$ cat config.mk
export PLATFORM = sky130hd
export DESIGN_NAME = led_pixel_spi_encoder_top_flat
export DESIGN_NICKNAME = d
export VERILOG_FILES = /design/src/hdl/lpse_pkg.sv /design/src/hdl/lpse_if.sv /design/src/hdl/lpse_front.sv /design/src/hdl/lpse_queue.sv /design/src/hdl/lpse_back.sv /design/src/hdl/led_pixel_spi_encoder_top.sv /design/src/flat_wrapper.sv
export SDC_FILE = /design/constraint.sdc
export NUM_CORES = 1
export LEC_CHECK = 0
export ABC_AREA = 1
export BUFFER_PORTS_ARGS = -buffer_cell sky130_fd_sc_hd__buf_2
export CAP_MARGIN = 15
export CORE_ASPECT_RATIO = 0.8
export CORE_MARGIN = 8
export CORE_UTILIZATION = 40
export CTS_BUF_LIST = sky130_fd_sc_hd__clkbuf_8 sky130_fd_sc_hd__clkbuf_16
export DETAILED_ROUTE_END_ITERATION = 8
export RECOVER_POWER = 50
export SLEW_MARGIN = 5
export SYNTH_ARGS = -nofsm -noshare
export SYNTH_HDL_FRONTEND = slang
export SYNTH_SLANG_ARGS = --single-unit
$ cat constraint.sdc
create_clock -name clk -period 7.8 [get_ports clk]
set_clock_uncertainty 0.1 [all_clocks]
set_input_delay 0.78 -clock clk [delete_from_list [all_inputs] [get_ports clk]]
set_output_delay 0.78 -clock clk [all_outputs]
set_load 0.01 [all_outputs]
$ cat src/hdl/lpse_pkg.sv
// lpse_pkg: shared types, constants and the line-code function of the led pixel encoder
// no dependencies

package lpse_pkg;

  localparam int RESET_BYTES = 16;
  localparam int MAX_LEDS    = 256;
  localparam int DATA_BYTES  = 9;
  localparam int CODE_W      = DATA_BYTES * 8;
  localparam int POS_W       = 8;
  localparam int COUNT_W     = 9;
  localparam int CNT_W       = $clog2((RESET_BYTES > DATA_BYTES) ? RESET_BYTES : DATA_BYTES);
  localparam int QUEUE_DEPTH = 2;
  localparam int QPTR_W      = (QUEUE_DEPTH > 1) ? $clog2(QUEUE_DEPTH) : 1;
  localparam int QCNT_W      = $clog2(QUEUE_DEPTH + 1);
  localparam int PADDR_W     = 3;

  localparam logic [COUNT_W-1:0] MAX_LEDS_C = COUNT_W'(MAX_LEDS);

  // register index of led_count
  localparam logic REG_LED_COUNT = 1'b0;

  // one pixel job handed from front to back
  typedef struct packed {
    logic [CODE_W-1:0] code;
    logic              lead;
    logic              trail;
  } job_t;

  typedef enum logic [1:0] {
    PH_IDLE,
    PH_LEAD,
    PH_DATA,
    PH_TRAIL
  } phase_t;

  // green, red, blue msb first; one bit -> 110, zero bit -> 100
  function automatic logic [CODE_W-1:0] line_code(input logic [7:0] green,
                                                  input logic [7:0] red,
                                                  input logic [7:0] blue);
    logic [23:0] bits;
    logic [CODE_W-1:0] code;
    bits = {green, red, blue};
    code = '0;
    for (int i = 0; i < 24; i++) begin
      code[3*i +: 3] = bits[i] ? 3'b110 : 3'b100;
    end
    return code;
  endfunction

endpackage

$ cat src/hdl/lpse_if.sv
// lpse_if: valid/ready channel interfaces for pixels in and spi bytes out
// depends on nothing

interface lpse_pix_if;
  logic       valid;
  logic       ready;
  logic [7:0] green;
  logic [7:0] red;
  logic [7:0] blue;
  modport source (output valid, output green, output red, output blue, input ready);
  modport sink (input valid, input green, input red, input blue, output ready);
endinterface

interface lpse_byte_if;
  logic       valid;
  logic       ready;
  logic [7:0] spi_byte;
  logic       run_last;
  logic       frame_end;
  modport source (output valid, output spi_byte, output run_last, output frame_end,
                  input ready);
  modport sink (input valid, input spi_byte, input run_last, input frame_end,
                output ready);
endinterface

$ cat src/hdl/lpse_front.sv
// lpse_front: accepts pixels, tracks frame position, builds the line code job
// depends on lpse_pkg, lpse_if

module lpse_front
  import lpse_pkg::*;
(
  input  logic               clk,
  input  logic               rst,
  lpse_pix_if.sink           pixel,
  input  logic [COUNT_W-1:0] led_count,
  output logic               push_valid,
  output job_t               push_job,
  input  logic               push_ready
);

  logic [POS_W-1:0]   pixel_position;
  logic [POS_W-1:0]   pixel_position_next;
  logic [COUNT_W-1:0] count_eff;
  logic               drop;
  logic               is_first;
  logic               is_last;
  logic               accept;

  always_comb begin
    count_eff = (led_count > MAX_LEDS_C) ? MAX_LEDS_C : led_count;
    drop      = (count_eff == '0);
    is_first  = (pixel_position == '0);
    is_last   = ({1'b0, pixel_position} >= (count_eff - COUNT_W'(1)));
  end

  assign pixel.ready = push_ready;
  assign accept      = pixel.valid && push_ready;
  assign push_valid  = accept && !drop;

  always_comb begin
    push_job.code  = line_code(pixel.green, pixel.red, pixel.blue);
    push_job.lead  = is_first;
    push_job.trail = is_last;
  end

  always_comb begin
    pixel_position_next = pixel_position;
    if (accept) begin
      if (drop || is_last) begin
        pixel_position_next = '0;
      end else begin
        pixel_position_next = pixel_position + POS_W'(1);
      end
    end
  end

  always_ff @(posedge clk) begin
    if (rst) begin
      pixel_position <= '0;
    end else begin
      pixel_position <= pixel_position_next;
    end
  end

endmodule

$ cat src/hdl/lpse_queue.sv
// lpse_queue: short job queue between front and back
// depends on lpse_pkg

module lpse_queue
  import lpse_pkg::*;
(
  input  logic clk,
  input  logic rst,
  input  logic push_valid,
  input  job_t push_job,
  output logic push_ready,
  output logic head_valid,
  output job_t head_job,
  input  logic pop
);

  job_t              entries [QUEUE_DEPTH];
  logic [QPTR_W-1:0] wr_ptr;
  logic [QPTR_W-1:0] rd_ptr;
  logic [QCNT_W-1:0] fill;
  logic              do_push;
  logic              do_pop;

  assign push_ready = (fill != QCNT_W'(QUEUE_DEPTH));
  assign head_valid = (fill != '0);
  assign head_job   = entries[rd_ptr];
  assign do_push    = push_valid && push_ready;
  assign do_pop     = pop && head_valid;

  function automatic logic [QPTR_W-1:0] ptr_inc(input logic [QPTR_W-1:0] p);
    return (p == QPTR_W'(QUEUE_DEPTH - 1)) ? '0 : p + QPTR_W'(1);
  endfunction

  always_ff @(posedge clk) begin
    if (do_push) begin
      entries[wr_ptr] <= push_job;
    end
  end

  always_ff @(posedge clk) begin
    if (rst) begin
      wr_ptr <= '0;
      rd_ptr <= '0;
      fill   <= '0;
    end else begin
      if (do_push) begin
        wr_ptr <= ptr_inc(wr_ptr);
      end
      if (do_pop) begin
        rd_ptr <= ptr_inc(rd_ptr);
      end
      if (do_push && !do_pop) begin
        fill <= fill + QCNT_W'(1);
      end else if (do_pop && !do_push) begin
        fill <= fill - QCNT_W'(1);
      end
    end
  end

endmodule

$ cat src/hdl/lpse_back.sv
// lpse_back: byte sequencer emitting leading reset, data and trailing reset bytes
// depends on lpse_pkg, lpse_if

module lpse_back
  import lpse_pkg::*;
(
  input  logic      clk,
  input  logic      rst,
  input  logic      head_valid,
  input  job_t      head_job,
  output logic      pop,
  lpse_byte_if.source stream
);

  phase_t            phase;
  phase_t            phase_next;
  logic [CNT_W-1:0]  cnt;
  logic [CODE_W-1:0] code;
  logic              trail;
  logic              advance;
  logic              emit;
  logic              job_done;
  logic              cnt_wrap;
  logic [7:0]        byte_val;
  logic              last_val;
  logic              fend_val;
  logic              load;

  logic              out_valid;
  logic [7:0]        out_byte;
  logic              out_last;
  logic              out_fend;

  assign advance = !out_valid || stream.ready;

  // outputs of the sequencer
  always_comb begin
    emit     = 1'b0;
    job_done = 1'b0;
    cnt_wrap = 1'b0;
    byte_val = '0;
    last_val = 1'b0;
    fend_val = 1'b0;
    case (phase)
      PH_LEAD: begin
        emit     = advance;
        cnt_wrap = (cnt == CNT_W'(RESET_BYTES - 1));
      end
      PH_DATA: begin
        emit     = advance;
        byte_val = code[CODE_W-1 -: 8];
        cnt_wrap = (cnt == CNT_W'(DATA_BYTES - 1));
        job_done = advance && cnt_wrap && !trail;
        last_val = cnt_wrap && !trail;
      end
      PH_TRAIL: begin
        emit     = advance;
        cnt_wrap = (cnt == CNT_W'(RESET_BYTES - 1));
        job_done = advance && cnt_wrap;
        last_val = cnt_wrap;
        fend_val = cnt_wrap;
      end
      default: begin
        emit = 1'b0;
      end
    endcase
    load = head_valid && ((phase == PH_IDLE) || job_done);
  end

  assign pop = load;

  // next phase
  always_comb begin
    phase_next = phase;
    if (load) begin
      phase_next = head_job.lead ? PH_LEAD : PH_DATA;
    end else if (job_done) begin
      phase_next = PH_IDLE;
    end else if (emit && cnt_wrap) begin
      case (phase)
        PH_LEAD: phase_next = PH_DATA;
        PH_DATA: phase_next = PH_TRAIL;
        default: phase_next = phase;
      endcase
    end
  end

  always_ff @(posedge clk) begin
    if (rst) begin
      phase <= PH_IDLE;
    end else begin
      phase <= phase_next;
    end
  end

  always_ff @(posedge clk) begin
    if (load) begin
      code  <= head_job.code;
      trail <= head_job.trail;
      cnt   <= '0;
    end else if (emit) begin
      cnt <= cnt_wrap ? '0 : cnt + CNT_W'(1);
      if (phase == PH_DATA) begin
        code <= {code[CODE_W-9:0], 8'h00};
      end
    end
  end

  // output register
  always_ff @(posedge clk) begin
    if (rst) begin
      out_valid <= 1'b0;
    end else if (emit) begin
      out_valid <= 1'b1;
    end else if (stream.ready) begin
      out_valid <= 1'b0;
    end
  end

  always_ff @(posedge clk) begin
    if (emit) begin
      out_byte <= byte_val;
      out_last <= last_val;
      out_fend <= fend_val;
    end
  end

  assign stream.valid     = out_valid;
  assign stream.spi_byte  = out_byte;
  assign stream.run_last  = out_last;
  assign stream.frame_end = out_fend;

endmodule

$ cat src/hdl/led_pixel_spi_encoder_top.sv
// led_pixel_spi_encoder_top: pixel to spi line-code encoder with apb register port
// depends on lpse_pkg, lpse_if, lpse_front, lpse_queue, lpse_back

// Each accepted pixel (green, red, blue) becomes nine spi bytes, one bit of
// colour expanded to the three line bits 110 or 100, sent msb first. The first
// pixel of a frame is preceded by 16 zero bytes, and a pixel at or past position
// led_count-1 (led_count capped at 256) is followed by 16 zero bytes, the last
// of them flagged frame_end. run_last marks the last byte caused by a pixel.
// With led_count zero pixels are taken and dropped. Bytes come out one per
// cycle while jobs wait and the receiver keeps taking them; the byte sequencer
// in the back part sets that rate. The front takes a new pixel whenever the
// two-entry job queue has room, so it keeps working while a byte waits in the
// output register. led_count sits at byte address 0 and may be written only
// while the block is idle.

module led_pixel_spi_encoder_top
  import lpse_pkg::*;
(
  input  logic               clk,
  input  logic               rst,
  input  logic               psel,
  input  logic               penable,
  input  logic               pwrite,
  input  logic [PADDR_W-1:0] paddr,
  input  logic [31:0]        pwdata,
  output logic [31:0]        prdata,
  output logic               pready,
  lpse_pix_if.sink           pixel,
  lpse_byte_if.source        stream
);

  logic [COUNT_W-1:0] led_count;
  logic               cfg_write;
  logic               sel_led_count;

  logic push_valid;
  logic push_ready;
  job_t push_job;
  logic head_valid;
  job_t head_job;
  logic pop;

  // register decode: word index is paddr[2]
  assign pready        = 1'b1;
  assign sel_led_count = (paddr[2] == REG_LED_COUNT);
  assign cfg_write     = psel && penable && pwrite && sel_led_count;

  always_ff @(posedge clk) begin
    if (rst) begin
      led_count <= '0;
    end else if (cfg_write) begin
      led_count <= pwdata[COUNT_W-1:0];
    end
  end

  assign prdata = sel_led_count ? {{(32-COUNT_W){1'b0}}, led_count} : '0;

  // front: position tracking and line coding
  lpse_front u_front (
    .clk        (clk),
    .rst        (rst),
    .pixel      (pixel),
    .led_count  (led_count),
    .push_valid (push_valid),
    .push_job   (push_job),
    .push_ready (push_ready)
  );

  // job queue decouples front and back
  lpse_queue u_queue (
    .clk        (clk),
    .rst        (rst),
    .push_valid (push_valid),
    .push_job   (push_job),
    .push_ready (push_ready),
    .head_valid (head_valid),
    .head_job   (head_job),
    .pop        (pop)
  );

  // back: one byte per cycle into the output register while it is empty or being taken
  lpse_back u_back (
    .clk        (clk),
    .rst        (rst),
    .head_valid (head_valid),
    .head_job   (head_job),
    .pop        (pop),
    .stream     (stream)
  );

endmodule

$ cat src/flat_wrapper.sv
// flat-port wrapper written by rule: the top's interface ports become plain ports
module led_pixel_spi_encoder_top_flat import lpse_pkg::*;
  (clk, rst, psel, penable, pwrite, paddr, pwdata, prdata, pready, pixel_valid, pixel_green, pixel_red, pixel_blue, pixel_ready, stream_valid, stream_spi_byte, stream_run_last, stream_frame_end, stream_ready);
  lpse_pix_if pixel_i ();
  lpse_byte_if stream_i ();
  input  logic clk;
  input  logic rst;
  input  logic psel;
  input  logic penable;
  input  logic pwrite;
  input  logic [PADDR_W-1:0] paddr;
  input  logic [31:0] pwdata;
  output logic [31:0] prdata;
  output logic pready;
  input wire logic [$bits(pixel_i.valid)-1:0] pixel_valid;
  input wire logic [$bits(pixel_i.green)-1:0] pixel_green;
  input wire logic [$bits(pixel_i.red)-1:0] pixel_red;
  input wire logic [$bits(pixel_i.blue)-1:0] pixel_blue;
  output wire logic [$bits(pixel_i.ready)-1:0] pixel_ready;
  output wire logic [$bits(stream_i.valid)-1:0] stream_valid;
  output wire logic [$bits(stream_i.spi_byte)-1:0] stream_spi_byte;
  output wire logic [$bits(stream_i.run_last)-1:0] stream_run_last;
  output wire logic [$bits(stream_i.frame_end)-1:0] stream_frame_end;
  input wire logic [$bits(stream_i.ready)-1:0] stream_ready;
  assign pixel_i.valid = pixel_valid;
  assign pixel_i.green = pixel_green;
  assign pixel_i.red = pixel_red;
  assign pixel_i.blue = pixel_blue;
  assign pixel_ready = pixel_i.ready;
  assign stream_valid = stream_i.valid;
  assign stream_spi_byte = stream_i.spi_byte;
  assign stream_run_last = stream_i.run_last;
  assign stream_frame_end = stream_i.frame_end;
  assign stream_i.ready = stream_ready;
  led_pixel_spi_encoder_top u_core (.clk(clk), .rst(rst), .psel(psel), .penable(penable), .pwrite(pwrite), .paddr(paddr), .pwdata(pwdata), .prdata(prdata), .pready(pready), .pixel(pixel_i), .stream(stream_i));
endmodule
==> Yosys cells after proc, flatten, opt, wreduce, memory -nomap -nowiden <==
Memories as Yosys holds them, arrays and structs flattened. A register that Yosys moved wholly into a read port is not among the register bits.
Index checks and enable logic that the tools add are counted.
{ "op_classes": {"mux": 50, "addsub": 7, "reduce_logical": 37, "eq_ne": 6, "bitwise": 1, "order_cmp": 2} }
{ "ops": {"columns": ["operator", "count"], "rows": [
  ["$mux 72", 3],
  ["$mux 2", 30],
  ["$mux 9", 2],
  ["$logic_and 1x1->1", 15],
  ["$reduce_bool 2->1", 5],
  ["$ge 8x9->1", 1],
  ["$gt 9x9->1 const B", 1],
  ["$logic_not 9->1", 1],
  ["$mux 1", 9],
  ["$sub 9x1->9 const B", 1],
  ["$add 8x1->8 const B", 1],
  ["$eq 4x4->1 const B", 2],
  ["$logic_not 8->1", 1],
  ["$mux 8", 1],
  ["$pmux 1 s2", 3],
  ["$logic_not 1->1", 5],
  ["$add 4x1->4 const B", 1],
  ["$eq 2x2->1 const B", 2],
  ["$mux 4", 1],
  ["$pmux 2 s2", 1],
  ["$reduce_and 2->1", 2],
  ["$reduce_bool 4->1", 1],
  ["$logic_or 1x1->1", 3],
  ["$reduce_bool 3->1", 1],
  ["other kinds (9)", 10]
]} }
{ "word_totals": {"in_bits": 66, "register_bits": 111, "out_inout_bits": 45, "ramBits": 100, "memories": 1} }
{ "memory_table": {"columns": ["name", "depth", "word_bits", "read_ports", "rd_ports_with_merged_regs", "write_ports", "line_no", "text"], "rows": [
  ["u_core.u_queue.entries", 2, 50, 1, 1, 1, "lpse_queue.sv:17", "job_t entries [QUEUE_DEPTH];"]
]} }

==> Longest topological paths before layout <==
{ "logic_depth": {"ltp_word": 11, "ltp_mapped": 24} }

==> Modules after synthesis <==
From an unflattened synthesis, not the netlist that was laid out.
{ "unflattened": {"hier_cells": 983, "hier_area_um2": 11888.9} }
{ "by_module_without_submodules": {"columns": ["module", "n_inst", "seq_area_each_um2", "area_per_inst_um2", "cells_per_inst"], "rows": [
  ["lpse_queue", 1, 4544.4, 5825.6, 267],
  ["lpse_back", 1, 2632.5, 3961.3, 403],
  ["lpse_front", 1, 160.2, 1416.4, 206],
  ["led_pixel_spi_encoder_top", 1, 180.2, 685.7, 107]
]} }

==> Least setup slack after synthesis <==
No wires, ideal clock.
{ "synth_timing": {"kind": "input-to-reg", "start": "input stream_ready", "end": "register u_core.u_back.code[10], enable pin", "setup_ns": 0.425, "t_required_ns": 7.275, "n_path_buf": 0, "path_slack_ns": 4.345, "arrival_ns": 2.930, "path_stages": 4, "cell_sequence": "nor2_1 > nor2_1 > nand2_1 > nand2_1"} }
{ "synth_via": {"word_cells_on_any_way": 11, "classes_between": "2 x mux; 9 x reduce/logical"} }
{ "synth_lines": {"columns": ["element", "line_no", "text"], "rows": [
  ["from (decl)", "flat_wrapper.sv:24", "input wire logic [$bits(stream_i.ready)-1:0] stream_ready;"],
  ["$logic_or 1x1->1", "lpse_back.sv:34", "assign advance = !out_valid || stream.ready;"],
  ["$mux 1", "lpse_back.sv:44", "case (phase)"],
  ["via u_core.u_back.emit", "lpse_back.sv:21", "logic emit;"],
  ["$reduce_bool 2->1 (no line)", null, null],
  ["$reduce_and 2->1 (no line)", null, null],
  ["to (signal assigned)", "lpse_back.sv:98", "code <= head_job.code;"],
  ["to (signal assigned)", "lpse_back.sv:104", "code <= {code[CODE_W-9:0], 8'h00};"],
  ["to (decl)", "lpse_back.sv:18", "logic [CODE_W-1:0] code;"]
]} }
The timed path passes the listed nets, and every way through them passes these cells.
A chain may end at the register's enable or synchronous reset.

==> Worst setup path in the final report <==
{ "layout_timing": {"start": "register u_core.led_count[5]", "end": "memory u_core.u_queue.entries[1][45] in the netlist's numbering, enable pin"} }
{ "layout_via": {"elab_chain_len": 8} }
{ "layout_rtl": {"columns": ["element", "line_no", "text"], "rows": [
  ["from (decl)", "led_pixel_spi_encoder_top.sv:32", "logic [COUNT_W-1:0] led_count;"],
  ["from (signal assigned)", "led_pixel_spi_encoder_top.sv:52", "led_count <= pwdata[COUNT_W-1:0];"],
  ["$gt 9x9->1", "lpse_front.sv:25", "count_eff = (led_count > MAX_LEDS_C) ? MAX_LEDS_C : led_count;"],
  ["$mux 9 (*)", "lpse_front.sv:25", null],
  ["$logic_not 9->1 (*)", "lpse_front.sv:26", "drop = (count_eff == '0);"],
  ["$logic_not 1->1 (*)", "lpse_front.sv:33", "assign push_valid = accept && !drop;"],
  ["$logic_and 1x1->1 (*)", "lpse_front.sv:33", null],
  ["$logic_and 1x1->1 (*)", "lpse_queue.sv:27", "assign do_push = push_valid && push_ready;"],
  ["$mux 1 (*)", "lpse_queue.sv:35", "if (do_push) begin"],
  ["$mux 1 (implied by the code) (*)", "lpse_queue.sv:36", "entries[wr_ptr] <= push_job;"],
  ["to (decl)", "lpse_queue.sv:17", null]
]} }
Mark *: on every way between the ends. The rest lies on a longest branch, timed or not.

==> reports/qor.yml <==
viasPerCell: 4.567
switchingPower_mw: 0.8916
synthFlopType: "edfxtp_1"
crit_required_ps: 7700
antenna_left: 0
dieArea_um2: 21360
fin_crit_sh_pct: 47.90
start_util_pct: 40.88
critical_path_peak_fanout: 27
syn_to_final_growth_pct: 14.15
insertion_delay_ps: 420
netlist-cell-type-count: 38
place_ws_ps: 4642
powerDensity_nw_per_um2: 383.1
cts.sinks: 157
routedWlPerCell_um: 13.27
drtIter0Drc: 231
post_cts_buffers: 0
dp_hpwl_um: 7850
grt.overflow.total: 0
worst_slew_pin_slew_ps: 1746
firstDrtPassIters: 4
cts_buffers: 17
setup_violations: 0
fin_crit_ps: 3736
finish.instance_area_um2: 7724
power_mw: 2.959
place_area_um2: 7178
p_clk_share_pct: 28.3
ctsHoldBuffers: 0
drcViolationCount: 0
dr_total_vias: 4170
clk_pin_slew_ps: 60
critPathLaunchType: "flip-flop"
reg2reg_from: "u_core.led_count[5]"
die_height_um: 132.3
rsz0062_at_grt: "false"
grt_pass1_wl_um: 19930
min_path_type: "flip-flop to flip-flop"
synth_area_leaders: "edfxtp_1 57%, dfxtp_1 8.6%, nand2_1 5.5%, nor2_1 4.9%, inv_1 3.8%"
power_frac_comb_pct: 24.8
cp.arrival_ps: 3640
cts_resized: 0
synth_area_um2: 6766
critPathKind: "flip-flop to flip-flop"
gp_congestion: 0.7737
antenna_found_initial: 1
status: "complete, but fails checks"
synth_edf_count: 128
max_clock_freq_mhz: 267.6
async_flop_share_pct: 0
seq_area_frac_synth_pct: 65.38
synthCells: 616
clockBufferDepth: 2
layout-drive-gt1-share_pct: 13.29
finalSetupTns_ps: 0
violations: "capacitance limit, slew limit"
htreeDepth: 4
max_cap_violations: 1
port_buffers: 61
nFillCells: 1513
routed_wl_um: 12120
sw_frac_of_total_pct: 30.13
startpoint: "u_core.led_count[5]"
fin_ws_ps: 4064
coreArea_um2: 16550
synth_area_leader_cell: "edfxtp_1"
pin_count: 111
cts_tree: "yes"
grt_max_degree: 82
yosysTopAreaCellShare_pct: 56.80
leakagePower_nw: 3.154
ctsRootBufferMaster: "clkbuf_16"
holdCritStartpoint: "u_core.u_queue.rd_ptr"
finalHoldViolCount: 0
first_global_vias: 4188
seqPwrFrac_pct: 46.9
ir_drop_v: 0.0001952
final_core_util_pct: 46.66
slew_headroom_pct: -16.42
syn_avg_cell_area_um2: 10.98
yosys_warnings: 0
fin_nets: 764
grt_use_total_pct: 11.58
slew_viol_final: 28
internal-power_mw: 2.067
crit_path_end_kind: "flip-flop"
dieWidth_um: 161.4
rows: 42
ys_ff_latch: 157
## cells in the final DEF, fill, tap and decap left out, drive strengths merged, types with 3 or more instances in the layout
cell	n
a21oi	29
a31oi	17
buf	30
bufinv	4
clkbuf	52
clkinv	8
conb	24
dfxtp	29
edfxtp	128
ha	18
inv	74
nand2	107
nand3	10
nand4	3
nor2	89
o21ai	21
o31ai	5
or2	20
xor2	11
## critical path: stages, from the launching register on
cell	delay (ps)
dfxtp_1	330
inv_1	130
nand2_1	60
nor3_1	200
a21oi_2	120
inv_1	110
nand2_1	130
ha_1	260
nand2_2	80
inv_2	40
nand2_2	70
nor2_2	50
nand2_1	140
nand2_1	140
nor2_2	100
clkbuf_1	1260
## power groups by stage
| stage | sequential [mW] | combinational (mW) | clock (mW) |
|---|---|---|---|
| floorplan | 1.41 | 0.597 | 0 |
| global placement | 1.40 | 0.735 | 0 |
| detailed placement | 1.41 | 0.757 | 0 |
| CTS | 1.39 | 0.761 | 0.856 |
| global route | 1.41 | 0.852 | 0.893 |
| finish | 1.39 | 0.734 | 0.837 |
## cells by family (layout without fill, tap and decap cells)
family                     after synthesis  in the layout  synth area share, %
buffers and inverters                  116            170                8.413
other                                    2             25               0.1110
DFF                                    157            157                65.38
and+or+nand+nor                        235            235                14.76
adders and majority gates               18             18                3.328
AOI/OAI and AO/OA                       75             75                6.324
xor gates and xnor gates                13             13                1.683
## registers in the layout (all words and copies together), names as in the netlist, named ones only
register                        count
u_core.led_count                    9
u_core.u_back.cnt                   4
u_core.u_back.code                 65
u_core.u_back.phase                 2
u_core.u_back.stream.frame_end      1
u_core.u_back.stream.run_last       1
u_core.u_back.stream.spi_byte       8
u_core.u_back.stream.valid          1
u_core.u_back.trail                 1
u_core.u_front.pixel_position       8
u_core.u_queue.entries             52
u_core.u_queue.fill                 2
u_core.u_queue.rd_ptr               1
u_core.u_queue.wr_ptr               1
## synth_stat cells, types with 4 or more instances
library cell / instances
edfxtp_1: 128
nand2_1: 99
nor2_1: 88
inv_1: 69
dfxtp_1: 29
a21oi_1: 28
buf_4: 25
o21ai_0: 20
ha_1: 18
or2_2: 18
a31oi_1: 17
xor2_1: 11
nand3_1: 10
clkbuf_1: 7
nand2_2: 6
buf_2: 5
o31ai_1: 5
buf_6: 4
## final cells by class
cell class	count	area [um2]	share of cell area [%]
Clock buffer	17	425.4	5.508
Inverter	74	280.3	3.629
Clock inverter	14	177.7	2.300
Tap cell	220	275.3	3.564
Multi-Input combinational cell	365	1849	23.94
Sequential cell	157	4424	57.28
Antenna cell	1	2.502	0.03240
Timing Repair Buffer	65	289.0	3.742
## routing by layer
metal	part of all wire, %	GRT usage (%)	up-vias
met2	44	17.38	115
met1	49	15.08	1919
met5	0	0	-
met3	6.3	4.151	10
met4	1.3	4.312	0
li1	-	-	2126
## final timing paths
path / depth (start not counted) / slack [ps] / end
min reg2reg: 1 / 370 / flip-flop
min: 1 / 370 / flip-flop
max reg2reg: 15 / 4060 / u_core.u_queue.entries[1][45]
max: 15 / 4060 / u_core.u_queue.entries[1][45]
## through the flow
| stage | hold WS [ps] | cells |
|---|---|---|
| finish | 368.2 | 913 |
| global route | 382.9 | 913 |
| CTS | 361.2 | 912 |
| detailed placement | 353.6 | 881 |
| global placement | 338.1 | 881 |
| floorplan | 325.0 | 638 |
(Power assumes the default switching activity.)
